## src/rtl/acn_pkg.sv

```systemverilog
package acn_pkg;

    localparam int DIV_W  = 32;  // operand width of the shared divider
    localparam int SUM_W  = 35;  // divisor sum width, never overflows
    localparam int CAND_W = 17;  // trial divisor, at most 65536
    localparam int SQ_W   = 34;  // running square of the trial divisor

    localparam logic [DIV_W-1:0] LIMIT_RESET = 32'd1000000;

    typedef struct packed {
        logic             start;
        logic [DIV_W-1:0] dividend;
        logic [DIV_W-1:0] divisor;
    } t_div_req;

    typedef struct packed {
        logic             done;
        logic [DIV_W-1:0] quotient;
        logic [DIV_W-1:0] remainder;
    } t_div_rsp;

endpackage

```

## src/rtl/acn_div.sv

```systemverilog
module acn_div (
    input  logic            i_clk,
    input  logic            i_rst_n,
    input  acn_pkg::t_div_req i_req,
    output acn_pkg::t_div_rsp o_rsp
);
    import acn_pkg::*;

    localparam int CNT_W = $clog2(DIV_W);

    logic             r_busy;
    logic             r_done;
    logic [CNT_W-1:0] r_cnt;
    logic [DIV_W-1:0] r_rem;
    logic [DIV_W-1:0] r_quo;
    logic [DIV_W-1:0] r_den;

    logic [DIV_W:0]   rem_sh;
    logic [DIV_W:0]   diff;
    logic             ge;
    logic [DIV_W-1:0] n_rem;
    logic [DIV_W-1:0] n_quo;

    // restoring division, one quotient bit per cycle
    always_comb begin
        rem_sh = {r_rem, r_quo[DIV_W-1]};
        diff   = rem_sh - {1'b0, r_den};
        ge     = !diff[DIV_W];
        n_rem  = ge ? diff[DIV_W-1:0] : rem_sh[DIV_W-1:0];
        n_quo  = {r_quo[DIV_W-2:0], ge};
    end

    always_ff @(posedge i_clk) begin
        if (!i_rst_n) begin
            r_busy <= 1'b0;
            r_done <= 1'b0;
        end else begin
            r_done <= 1'b0;
            if (i_req.start) begin
                r_rem  <= '0;
                r_quo  <= i_req.dividend;
                r_den  <= i_req.divisor;
                r_cnt  <= CNT_W'(DIV_W - 1);
                r_busy <= 1'b1;
            end else if (r_busy) begin
                r_rem <= n_rem;
                r_quo <= n_quo;
                if (r_cnt == '0) begin
                    r_busy <= 1'b0;
                    r_done <= 1'b1;
                end else begin
                    r_cnt <= r_cnt - 1'b1;
                end
            end
        end
    end

    assign o_rsp.done      = r_done;
    assign o_rsp.quotient  = r_quo;
    assign o_rsp.remainder = r_rem;

endmodule

```

## src/rtl/amicable_number_check.sv

```systemverilog
// Channel   Direction  Handshake                 Payload
// -------   ---------  ------------------------  ------------------------------
// item in   input      start, accepted if !busy  i_number[31:0]
// result    output     o_done, one-cycle strobe  o_divisor_sum[34:0], o_is_amicable
// config    input      i_cfg_we, no wait         i_cfg_wdata[31:0] (search_limit)
//
// One item at a time. Each trial divisor passes a compare, a divider load,
// 32 bit-serial divide steps and a step that takes the quotient. A number
// n needs about sqrt(n) trial divisors, plus about sqrt(sum) when the
// partner sweep runs. Reset (i_rst_n low, synchronous) drops any item in
// flight and loads search_limit with 1000000. The result strobe cannot
// be stalled.
module amicable_number_check #(
    parameter int NUMBER_WIDTH = 32
) (
    input  logic        i_clk,
    input  logic        i_rst_n,
    input  logic        start,
    output logic        busy,
    input  logic [31:0] i_number,
    input  logic        i_cfg_we,
    input  logic [31:0] i_cfg_wdata,
    output logic        o_done,
    output logic [34:0] o_divisor_sum,
    output logic        o_is_amicable
);
    import acn_pkg::*;

    // only the low NUMBER_WIDTH bits of the item count; port is 32 bits
    localparam int NW = (NUMBER_WIDTH < DIV_W) ? NUMBER_WIDTH : DIV_W;
    localparam logic [DIV_W-1:0] NumMask = DIV_W'((65'(1) << NW) - 65'(1));

    typedef enum logic [2:0] {
        S_IDLE,
        S_INIT,
        S_CHECK,
        S_WAIT,
        S_FINISH
    } t_state;

    t_state           r_state;
    logic [DIV_W-1:0] r_limit;
    logic [DIV_W-1:0] r_num;     // masked input item
    logic [DIV_W-1:0] r_target;  // value being swept: item, then its sum
    logic             r_pass;    // 0: item sweep, 1: partner sweep
    logic [CAND_W-1:0] r_cand;   // trial divisor d
    logic [SQ_W-1:0]  r_sq;      // d*d kept incrementally
    logic [SUM_W-1:0] r_sum;
    logic [SUM_W-1:0] r_sum1;    // first-pass result
    logic             r_div_start;
    logic             r_done;
    logic [SUM_W-1:0] r_out_sum;
    logic             r_out_flag;

    t_div_req div_req;
    t_div_rsp div_rsp;

    logic [SUM_W-1:0] cofac_add;
    logic             partner_ok;

    assign div_req.start    = r_div_start;
    assign div_req.dividend = r_target;
    assign div_req.divisor  = DIV_W'(r_cand);

    acn_div u_div (
        .i_clk  (i_clk),
        .i_rst_n(i_rst_n),
        .i_req  (div_req),
        .o_rsp  (div_rsp)
    );

    // cofactor is added only when it differs from the divisor
    assign cofac_add = (div_rsp.quotient != DIV_W'(r_cand))
                     ? SUM_W'(div_rsp.quotient) : '0;

    // partner must lie strictly between the item and the limit
    assign partner_ok = (r_sum > SUM_W'(r_num)) && (r_sum < SUM_W'(r_limit));

    always_ff @(posedge i_clk) begin
        if (!i_rst_n) begin
            r_state     <= S_IDLE;
            r_limit     <= LIMIT_RESET;
            r_div_start <= 1'b0;
            r_done      <= 1'b0;
        end else begin
            r_div_start <= 1'b0;
            r_done      <= 1'b0;
            if (i_cfg_we) begin
                r_limit <= i_cfg_wdata;
            end
            case (r_state)
                S_IDLE: begin
                    if (start) begin
                        r_num    <= i_number & NumMask;
                        r_target <= i_number & NumMask;
                        r_pass   <= 1'b0;
                        r_state  <= S_INIT;
                    end
                end
                S_INIT: begin
                    // sweep d upward from 2 while d*d <= target;
                    // same divisor set as a downward sweep from the root
                    r_cand  <= CAND_W'(2);
                    r_sq    <= SQ_W'(4);
                    r_sum   <= SUM_W'(1);
                    r_state <= S_CHECK;
                end
                S_CHECK: begin
                    if (r_sq > SQ_W'(r_target)) begin
                        r_state <= S_FINISH;
                    end else begin
                        r_div_start <= 1'b1;
                        r_state     <= S_WAIT;
                    end
                end
                S_WAIT: begin
                    if (div_rsp.done) begin
                        if (div_rsp.remainder == '0) begin
                            r_sum <= r_sum + SUM_W'(r_cand) + cofac_add;
                        end
                        // (d+1)^2 = d^2 + 2d + 1
                        r_sq    <= r_sq + SQ_W'({r_cand, 1'b1});
                        r_cand  <= r_cand + 1'b1;
                        r_state <= S_CHECK;
                    end
                end
                S_FINISH: begin
                    if (!r_pass) begin
                        r_sum1 <= r_sum;
                        if (partner_ok) begin
                            // sum < limit, so it fits the divider width
                            r_target <= r_sum[DIV_W-1:0];
                            r_pass   <= 1'b1;
                            r_state  <= S_INIT;
                        end else begin
                            r_out_sum  <= r_sum;
                            r_out_flag <= 1'b0;
                            r_done     <= 1'b1;
                            r_state    <= S_IDLE;
                        end
                    end else begin
                        r_out_sum  <= r_sum1;
                        r_out_flag <= (r_sum == SUM_W'(r_num));
                        r_done     <= 1'b1;
                        r_state    <= S_IDLE;
                    end
                end
                default: begin
                    r_state <= S_IDLE;
                end
            endcase
        end
    end

    assign busy          = (r_state != S_IDLE);
    assign o_done        = r_done;
    assign o_divisor_sum = r_out_sum;
    assign o_is_amicable = r_out_flag;

endmodule

```

## config.mk

```make
export PLATFORM = sky130hd
export DESIGN_NAME = amicable_number_check
export DESIGN_NICKNAME = d
export VERILOG_FILES = /design/src/rtl/acn_pkg.sv /design/src/rtl/acn_div.sv /design/src/rtl/amicable_number_check.sv
export SDC_FILE = /design/constraint.sdc
export NUM_CORES = 1
export LEC_CHECK = 0
export BUFFER_PORTS_ARGS = -buffer_cell sky130_fd_sc_hd__buf_2
export CORE_UTILIZATION = 50
export CTS_BUF_LIST = sky130_fd_sc_hd__clkbuf_4
export CTS_CLUSTER_SIZE = 30
export DETAILED_ROUTE_END_ITERATION = 7
export PLACE_DENSITY_LB_ADDON = 0.15
export SYNTH_ARGS = -nofsm -noshare
export SYNTH_HDL_FRONTEND = slang
export SYNTH_SLANG_ARGS = --single-unit
```

## constraint.sdc

```tcl
create_clock -name i_clk -period 6.4 [get_ports i_clk]
set_input_delay 1.28 -clock i_clk [delete_from_list [all_inputs] [get_ports i_clk]]
set_output_delay 1.28 -clock i_clk [all_outputs]
set_load 0.005 [all_outputs]
```

==> results.md, run 1 <==
- The final setup skew is roughly 0.063 ns.
- The tool flagged a number of max-cap violations equal to 0.
- The floorplan core area is 39800 um2.
- The final estimated routing congestion in global placement is ~0.86.
- The static leakage power is 9.11 nW.
- Sorting the synthesized cells by area gives the leading types as edfxtp_1 46%, ha_1 11%, mux2_2 5.7%.
- The die span in x is a little over 200 um.
- The number of synthesis warnings is 0.
- The worst-case IR drop observed on VDD is 0.000152 V.
- The clock passes through at most 3 buffers.
- Sequential cells burn 50.3% of the power.
- The measured slew at the worst slew-check pin is 1.16 ns.
- The setup path with the least slack is of type reg2reg.
- Clock tree synthesis inserted a total of 94 buffers.
- Setup violations remaining at the end of the flow were counted as 0.
- The clock period could shrink to roughly 5.7 ns.
- The netlist area before placement is 20200 um2.
- The internal power of the cells totals between 0.003 and 0.004 W.
- The final-layout setup total negative slack is 0 ns.
- In the synthesized netlist the async set-or-reset flop fraction comes to 0%.
- The area growth from synthesis to final layout is 11.5%.
- After detailed routing, the number of vias per cell comes to 5.61.
- The final number of max-transition violations came to 0.
- For this run, the register share of the synthesized area comes to 49.7%.
- For this design the total switching power over the nets is 0.00136 W.
- The predominant post-synthesis flop cell is edfxtp_1.
- The worst register-to-register path has a setup slack of 0.70 ns.
- The average cell area after synthesis is 11.3 um2.
- Once the floorplan was initialized, standard cells occupied 50.7% of the core.
- The detailed placer's ending HPWL is approximately 35 mm.
- The number of search-and-repair iterations in the first detailed-routing pass is 5.
- Data on the critical path is required at its endpoint by 6.93 ns.
- The number of placed I/O pins is 106.
- The flow ran to the end, and the final reports show no timing, DRC or antenna violations.
- After clock tree synthesis, the flow added hold-fix buffers numbering 0.
- The number of sinks on the clock net is 347.
- After detailed routing, the number of remaining DRC violations is 0.
- The initial antenna violation count is 2.
- After detailed routing, the average wire length per cell comes to 19.4 um.
- The synthesized design contains ~300 enable-type register cells.
- Cells fill a little under three fifths of the core in the end.
- The power per cell area is 232 nW/um2.
- Summed over all instances, the cell type with the most area after synthesis is edfxtp_1.
- CTS placed an instance of clkbuf_4 at the clock tree root.
- The critical path data arrival time is approximately 6.2 ns.
- The number of cells upsized or downsized after cts is 0.
- TritonCTS built the clock tree.
- The relative slew slack is between 20 and 25%.
- The wire length of the first global-routing pass is 78.3 mm.
- The power share of the combinational group is 10.9%.
- The number of nets in the final layout is 2197.
- At the later pin of the worst-skew pair, clock insertion delay measures 0.83 ns.
- The total die area is 41200 um2.
- The total of flip-flops plus latches after synthesis is 347.
- The detail route stage leaves a number of antenna-violating nets equal to 0.
- The total setup buffers inserted after CTS is 0.
- Cells with a size suffix above 1 make up 19.2% of the layout.
- The min-delay analysis places its worst path in the category reg2reg.
- After technology mapping, the gate count stands at around 1800.
- The maximum level of the CTS H-tree is 3.
- After filler insertion, the fill cell instance count of the layout stands at 3504.
- The critical-path maximum fanout is 7.
- The count of buffers added on input and output ports is between 100 and 150.
- The clock network fraction of total power is 38.8%.
- Clock-pin slew was measured on the worst setup and hold paths at 0.07 ns.
- The type of element capturing the critical path is a flop.
- Detailed routing inserted a total of approximately 14000 vias.
- For this run, the top clock speed supported by timing is 175 MHz.
- The share of total power consumed by net switching is 26.0%.
- The post-route clock period utilization is 89.1%.
- Setup repair after global routing left no endpoint under its margin.
- Entering global routing, the biggest net connects 82 pins.
- The hold violation count in the final report is 0.
- Summed over all layers, the routed wires come to between 40 and 50 mm.
- The die is 203 um tall.
- The initialized floorplan defines 73 standard-cell rows.
- Synthesis produced a netlist with a net count of 2046.
- The remaining global-route overflow is 0.
- The detailed router finished its first iteration with 930 violations.
- The most frequently used cell type in the post-synthesis netlist is edfxtp_1.
- Synthesis instantiated 57 different standard cells from the library.
- In this run the biggest area consumer among cell types represents 45.8% of the synthesized area.
- The via count of the first global-routing pass came to approximately 14000.
- The kind of start point of the critical path is a flop.
- The total global routing track utilization is about a quarter.
- Counting instances in the post-synthesis netlist gives the leading cell types as 308 x edfxtp_1, 178 x ha_1, 146 x nor2_1, 142 x inv_1, 102 x mux2_2.
per-layer routing:
| metal | global-route usage [%] | wire length, um | vias up | share of wire (%) |
|---|---|---|---|---|
| met5 | 0 | 0 | - | 0 |
| li1 | - | - | 6875 | - |
| met4 | 9.18 | 1330 | 0 | 2.7 |
| met3 | 5.25 | 2740 | 82 | 5.6 |
| met1 | 33.4 | 22600 | 6877 | 46 |
| met2 | 38.7 | 22500 | 377 | 46 |
final timing paths:
check | to | depth (start not counted) | start
worst max register to register | r_sum[31] | 18 | r_cand[14]
worst min-delay path | u_div.r_done | 2 | u_div.r_busy
worst max-delay path | r_sum[31] | 18 | r_cand[14]
worst min register to register | u_div.r_done | 2 | u_div.r_busy
power by group through the flow:
stage,registers (W),clock network (W),logic (W)
after floorplan,0.00263,0,0.000418
after global placement,0.00267,0,0.000552
after detailed placement,0.00267,0,0.000565
after CTS,0.00262,0.00207,0.000570
after global routing,0.00263,0.00217,0.000644
final,0.00262,0.00202,0.000570
critical path: stages (launching register included):
cell      delay [ns]
edfxtp_1        0.54
xnor2_1         0.27
nand4_1         0.14
nor4_1          0.69
nand4_1         0.41
and2_1          0.30
fa_1            0.49
ha_1            0.19
inv_1           0.06
fa_1            0.37
nor2b_1         0.21
o31a_1          0.22
o21ai_0         0.25
a21oi_1         0.35
a31oi_1         0.12
o21bai_1        0.40
a41oi_1         0.21
xor2_1          0.16
nor2_1          0.05
sequential cells by signal, summed over array words and instances, names as in the netlist, 3 cells and up:
register / flops
u_div.r_quo: 32
u_div.r_rem: 32
u_div.r_cnt: 5
r_cand: 17
r_num: 32
r_target: 32
u_div.r_den: 17
r_sq: 34
r_state: 3
r_sum1: 35
o_divisor_sum: 35
r_sum: 35
r_limit: 32
area by class of cell:
type                       instances  area (um2)  share of cell area [%]
multi-input combinational       1228        9450                    42.0
clock inverter                    30         178                   0.789
clock buffer                     138        1040                    4.60
inverter                         142         533                    2.37
tap                              525         657                    2.92
antenna                            4        10.0                  0.0445
sequential                       347       10000                    44.6
timing repair buffer             118         623                    2.77
layout by cell type (no fill, tap or decap), drive strengths merged, types with 21 or more instances in the layout:
| cell | netlist | final |
|---|---|---|
| edfxtp | 308 | 308 |
| clkinv | 0 | 26 |
| xor2 | 55 | 55 |
| clkbuf | 47 | 138 |
| nor3 | 21 | 21 |
| buf | 16 | 118 |
| a21o | 61 | 61 |
| o21ai | 73 | 73 |
| mux2 | 103 | 103 |
| and2 | 25 | 25 |
| a21oi | 90 | 90 |
| mux2i | 26 | 26 |
| nand4 | 37 | 37 |
| xnor2 | 43 | 43 |
| inv | 142 | 143 |
| nor2b | 51 | 51 |
| nor2 | 146 | 146 |
| nand3 | 37 | 37 |
| ha | 178 | 178 |
| dfxtp | 39 | 39 |
| nand2 | 72 | 72 |
kinds of logic (layout without fill, tap and decap cells):
kind of cell / after synthesis / after routing / synth area share (%)
simple gates: 479 / 479 / 12.1
flops: 347 / 347 / 49.7
compound gates: 324 / 324 / 10.2
buf+inv: 205 / 428 / 3.83
fa+ha+maj: 198 / 198 / 13.0
mux: 129 / 129 / 7.03
xor+xnor: 98 / 98 / 4.25
other cells: 0 / 4 / 0
stage by stage:
step           total power, W  worst slack [ns]  instance area [um2]  hold WS [ns]  std cells
6_report              0.00521             0.698                22500         0.478       2532
5_1_grt               0.00545             0.236                22500         0.504       2531
4_1_cts               0.00527             0.775                22500         0.479       2528
3_5_place_dp          0.00324             0.805                21300         0.455       2360
3_3_place_gp          0.00322             0.883                21300         0.431       2360
2_1_floorplan         0.00305              1.68                20200         0.425       1780
No activity file was read; power rests on OpenSTA's default activity.
==> inputs of run 2 (changes only) <==
--- a/config.mk
+++ b/config.mk
@@ -11,6 +11,8 @@
 export CTS_CLUSTER_SIZE = 30
 export DETAILED_ROUTE_END_ITERATION = 7
 export PLACE_DENSITY_LB_ADDON = 0.15
+export REMOVE_ABC_BUFFERS = 1
 export SYNTH_ARGS = -nofsm -noshare
 export SYNTH_HDL_FRONTEND = slang
+export SYNTH_HIERARCHICAL = 1
 export SYNTH_SLANG_ARGS = --single-unit
==> run 2 against run 1 <==
Compared with the run above: largest power group unchanged; routed wire length increased by 4.1%; largest cell class unchanged; total power grew 7.2%; final cell count rose by 6.0%; count of clock-buffer cells in the layout up 18; highest routed layer unchanged; global-route usage is 0.74 points lower; sequential share of layout area is 0.86 points lower; cell area grew 6.5%; first-iteration DRC count decreased by 2.6%; core utilization is 0.26 points higher; setup slack lost 0.049 ns; maximum frequency decreased by 0.86%; clock power increased by 9%.
==> results.md, run 2 <==
- The flow ran to the end, and the final reports show no timing, DRC or antenna violations.
- The number of search-and-repair iterations in the first detailed-routing pass is 6 (+1).
- The maximum level of the CTS H-tree was 3 (unchanged).
- The number of sinks on the clock net was 362 (+4.3%).
- The number of buffers between clock root and the deepest sink was 3 (unchanged).
- The via count of the first global-routing pass is 15056 (+5.0%).
- The required time at the worst-slack endpoint is 6.94 ns (about the same).
- The total wire length is 51.2 mm (+4.1%).
- The hold violation count in the final report was 0 (unchanged).
- The relative slew slack was 23.5% (+0.59 points).
- STA classifies the critical path startpoint as a flop.
- The static leakage power came to 9.92 nW (+8.9%).
- The type of element capturing the critical path is a flop.
- The hold buffer count at CTS is 0 (unchanged).
- The number of distinct library cells after synthesis is 83 (+46%).
- The row count came to 75 (+2.7%).
- The largest vdd supply drop is 0.000197 V (+29%).
- The share of total power consumed by net switching is 26.2% (+0.20 points).
- The maximum frequency from static timing analysis came to 174 MHz (-0.86%).
- The remaining global-route overflow is 0 (unchanged).
- The routed length per placed instance is 19.1 um (-1.8%).
- The initial standard-cell utilization of the core was 51.0% (+0.31 points).
- The post-route clock period utilization is 89.9% (+0.77 points).
- The final setup skew was 0.0672 ns (+0.00384 ns).
- The number of synthesis warnings is 6 (+6).
- The max-cap check violation count came to 0 (unchanged).
- The final-layout setup total negative slack is 0 ns (unchanged).
- The critical path data arrival time came to 6.29 ns (+0.06 ns).
- The critical path's slowest cell is nand4_1.
- The clock-pin slew reported for the worst setup and hold paths after clock tree synthesis is 0.06 ns (about the same).
- The number of enable flip-flop cells after synthesis was 323 (+4.9%).
- Walking the worst path, the cells encountered are xnor2_1, nand4_1, nor4_1, nand4_1, and2_1, fa_1, ha_1, inv_1, fa_1, nand2b_1, a21o_1, a211o_1, a21oi_1, nor2b_1, o31a_1, o21ai_1, xnor2_1, nor2_1.
- The final number of max-transition violations is 0 (unchanged).
- The number of cells upsized or downsized after cts is 0 (unchanged).
- The height of the die is 210 um (+3.3%).
- The number of nets in the final layout is 2343 (+6.6%).
- The cell chosen for the clock root is clkbuf_4.
- The die span in x is 210 um (+3.3%).
- The floorplan core area is 42200 um2 (+6.0%).
- The final estimated routing congestion in global placement is 0.873 (+2.1%).
- The cell type with the largest total area after synthesis is edfxtp_1.
- Setup repair after global routing left no endpoint under its margin.
- The total setup buffers inserted after CTS was 0 (unchanged).
- The total power of the final layout came to 0.00559 W (+7.2%).
- The initial antenna violation count is 2 (unchanged).
- The share of post-route cells with drive strength above 1 is 19.5% (+0.28 points).
- The power dissipated by switching net loads is 0.00147 W (+8.0%).
- In the post-synthesis netlist, the biggest area contributors are edfxtp_1 45%, ha_1 11%, mux2_2 5.1%.
- The total of flip-flops plus latches after synthesis is 362 (+4.3%).
- The critical-path maximum fanout came to 17 (+10).
- The predominant post-synthesis flop cell is edfxtp_1.
- The instance count of the mapped netlist came to 1894 (+6.4%).
- The measured slew at the worst slew-check pin is 1.14 ns (-0.0138 ns).
- The total die area is 43900 um2 (+6.6%).
- The longest individual stage delay on the worst path was 0.61 ns (-0.08 ns).
- The wire length of the first global-routing pass is 81.5 mm (+4.1%).
- The power share of the combinational group is 11.4% (+0.5 points).
- The number of remaining DRC errors came to 0 (unchanged).
- The internal portion of total power was 0.00412 W (+6.9%).
- The power per cell area is 233 nW/um2 (+0.61%).
- The path category of the worst min-delay check is reg2reg.
- The clock buffer count from CTS was 103 (+9.6%).
- The detailed placer's ending HPWL came to 37.2 mm (+5.2%).
- The DRC marker count from the first detailed-route iteration is 906 (-2.6%).
- The most frequent standard cell in the layout excluding fill and tap cells is edfxtp_1.
- The utilization after layout is 56.8% (+0.26 points).
- The maximum number of pins on one net before global-route repair was 82 (unchanged).
- TritonCTS built the clock tree.
- The average via count per standard cell is 5.59 (-0.47%).
- The class of the most critical setup path is reg2reg.
- The total global routing track utilization is 23.9% (-0.74 points).
- The proportion of register bits with asynchronous set or reset after synthesis is 0% (unchanged).
- The most frequently used cell type in the post-synthesis netlist is edfxtp_1.
- The sequential fraction of the synthesis area is 48.6% (-1.0 points).
- The share of the synthesized area in the top cell type is 45.0% (-0.78 points).
- The clock period minus final worst setup slack is 5.75 ns (+0.0492 ns).
- The commonest cells after synthesis are 323 x edfxtp_1, 193 x ha_1, 167 x inv_1, 132 x nor2_1, 101 x a21oi_1.
- The clock network fraction of total power came to 39.5% (+0.7 points).
- The total of buffers placed on input and output ports is 105 (unchanged).
- The clock latency at the later pin of the worst-skew pair was 0.84 ns (about the same).
- The number of placed I/O pins is 106 (unchanged).
- The antenna violation net count after detailed routing is 0 (unchanged).
- The setup-violating endpoint count in the final report was 0 (unchanged).
- The average cell area after synthesis is 11.4 um2 (+0.26%).
- The area growth from synthesis to final layout is 11.3%.
- In the layout the commonest cells are 323 x edfxtp_1, 193 x ha_1, 167 x inv_1.
- The via count of the routed design is 14993 (+5.5%).
- The proportion of power drawn by flip-flops and latches came to 49.1% (-1.2 points).
- The netlist area before placement came to 21500 um2 (+6.7%).
run 2: worst paths after layout:
kind              slack (ns)  cells past startpoint      endpoint         start
setup / recovery        0.65                     18     r_sum[27]     r_cand[1]
hold reg to reg         0.44                      2  u_div/r_done  u_div/r_busy
hold / removal          0.44                      2  u_div/r_done  u_div/r_busy
setup reg to reg        0.65                     18     r_sum[27]     r_cand[1]
run 2: logic make-up (layout without fill, tap and decap cells):
family	after synthesis	in the layout	synth area share, %
AND/OR/NAND/NOR	470	470	10.9
flip-flops	362	362	48.6
AO/OA/AOI/OAI	360	360	11.3
buffers and inverters	237	472	4.45
adder cells (fa/ha/maj)	213	213	13.1
multiplexers	147	147	7.40
XOR/XNOR	104	104	4.23
other	1	17	0.0174
run 2: worst max-delay path: cells and delay by family, from the launching register on:
kind / cells / cell delay, ns
buf+inv: 1 / 0.07
flops: 1 / 0.55
compound gates: 5 / 1.27
xor+xnor: 2 / 0.46
fa+ha+maj: 3 / 1.07
simple gates: 7 / 2.04
run 2: per-layer routing:
metal | vias to the layer above | track usage, % | part of all wire (%)
met4 | 0 | 8.51 | 2.7
li1 | 7321 | - | -
met3 | 102 | 4.67 | 4.4
met1 | 7232 | 32.8 | 47
met2 | 338 | 37.8 | 46
met5 | - | 0 | 0
run 2: power groups by stage:
stage,logic (W),clock network [W],registers [W]
detailed placement,0.000631,0,0.00279
global route,0.000716,0.00239,0.00275
CTS,0.000636,0.00228,0.00274
finish,0.000636,0.00221,0.00274
global placement,0.000616,0,0.00279
floorplan,0.000456,0,0.00276
run 2: final cells by class:
class                   count  area (um2)
repair buffers            118         623
inverters                 168         631
well taps                 539         674
multi-input cells        1309       10200
clock inverters            30         174
flip-flops and latches    362       10500
clock buffers             156        1170
fillers                  3686       18200
diodes                      2        5.00
run 2: stage by stage:
stage	setup slack, ns	hold slack, ns	instance area, um2	instances
final	0.649	0.439	24000	2684
after global routing	0.354	0.459	24000	2684
after CTS	0.725	0.436	24000	2682
after detailed placement	0.747	0.431	22600	2496
after global placement	0.778	0.425	22600	2496
after floorplan	1.34	0.416	21300	1839
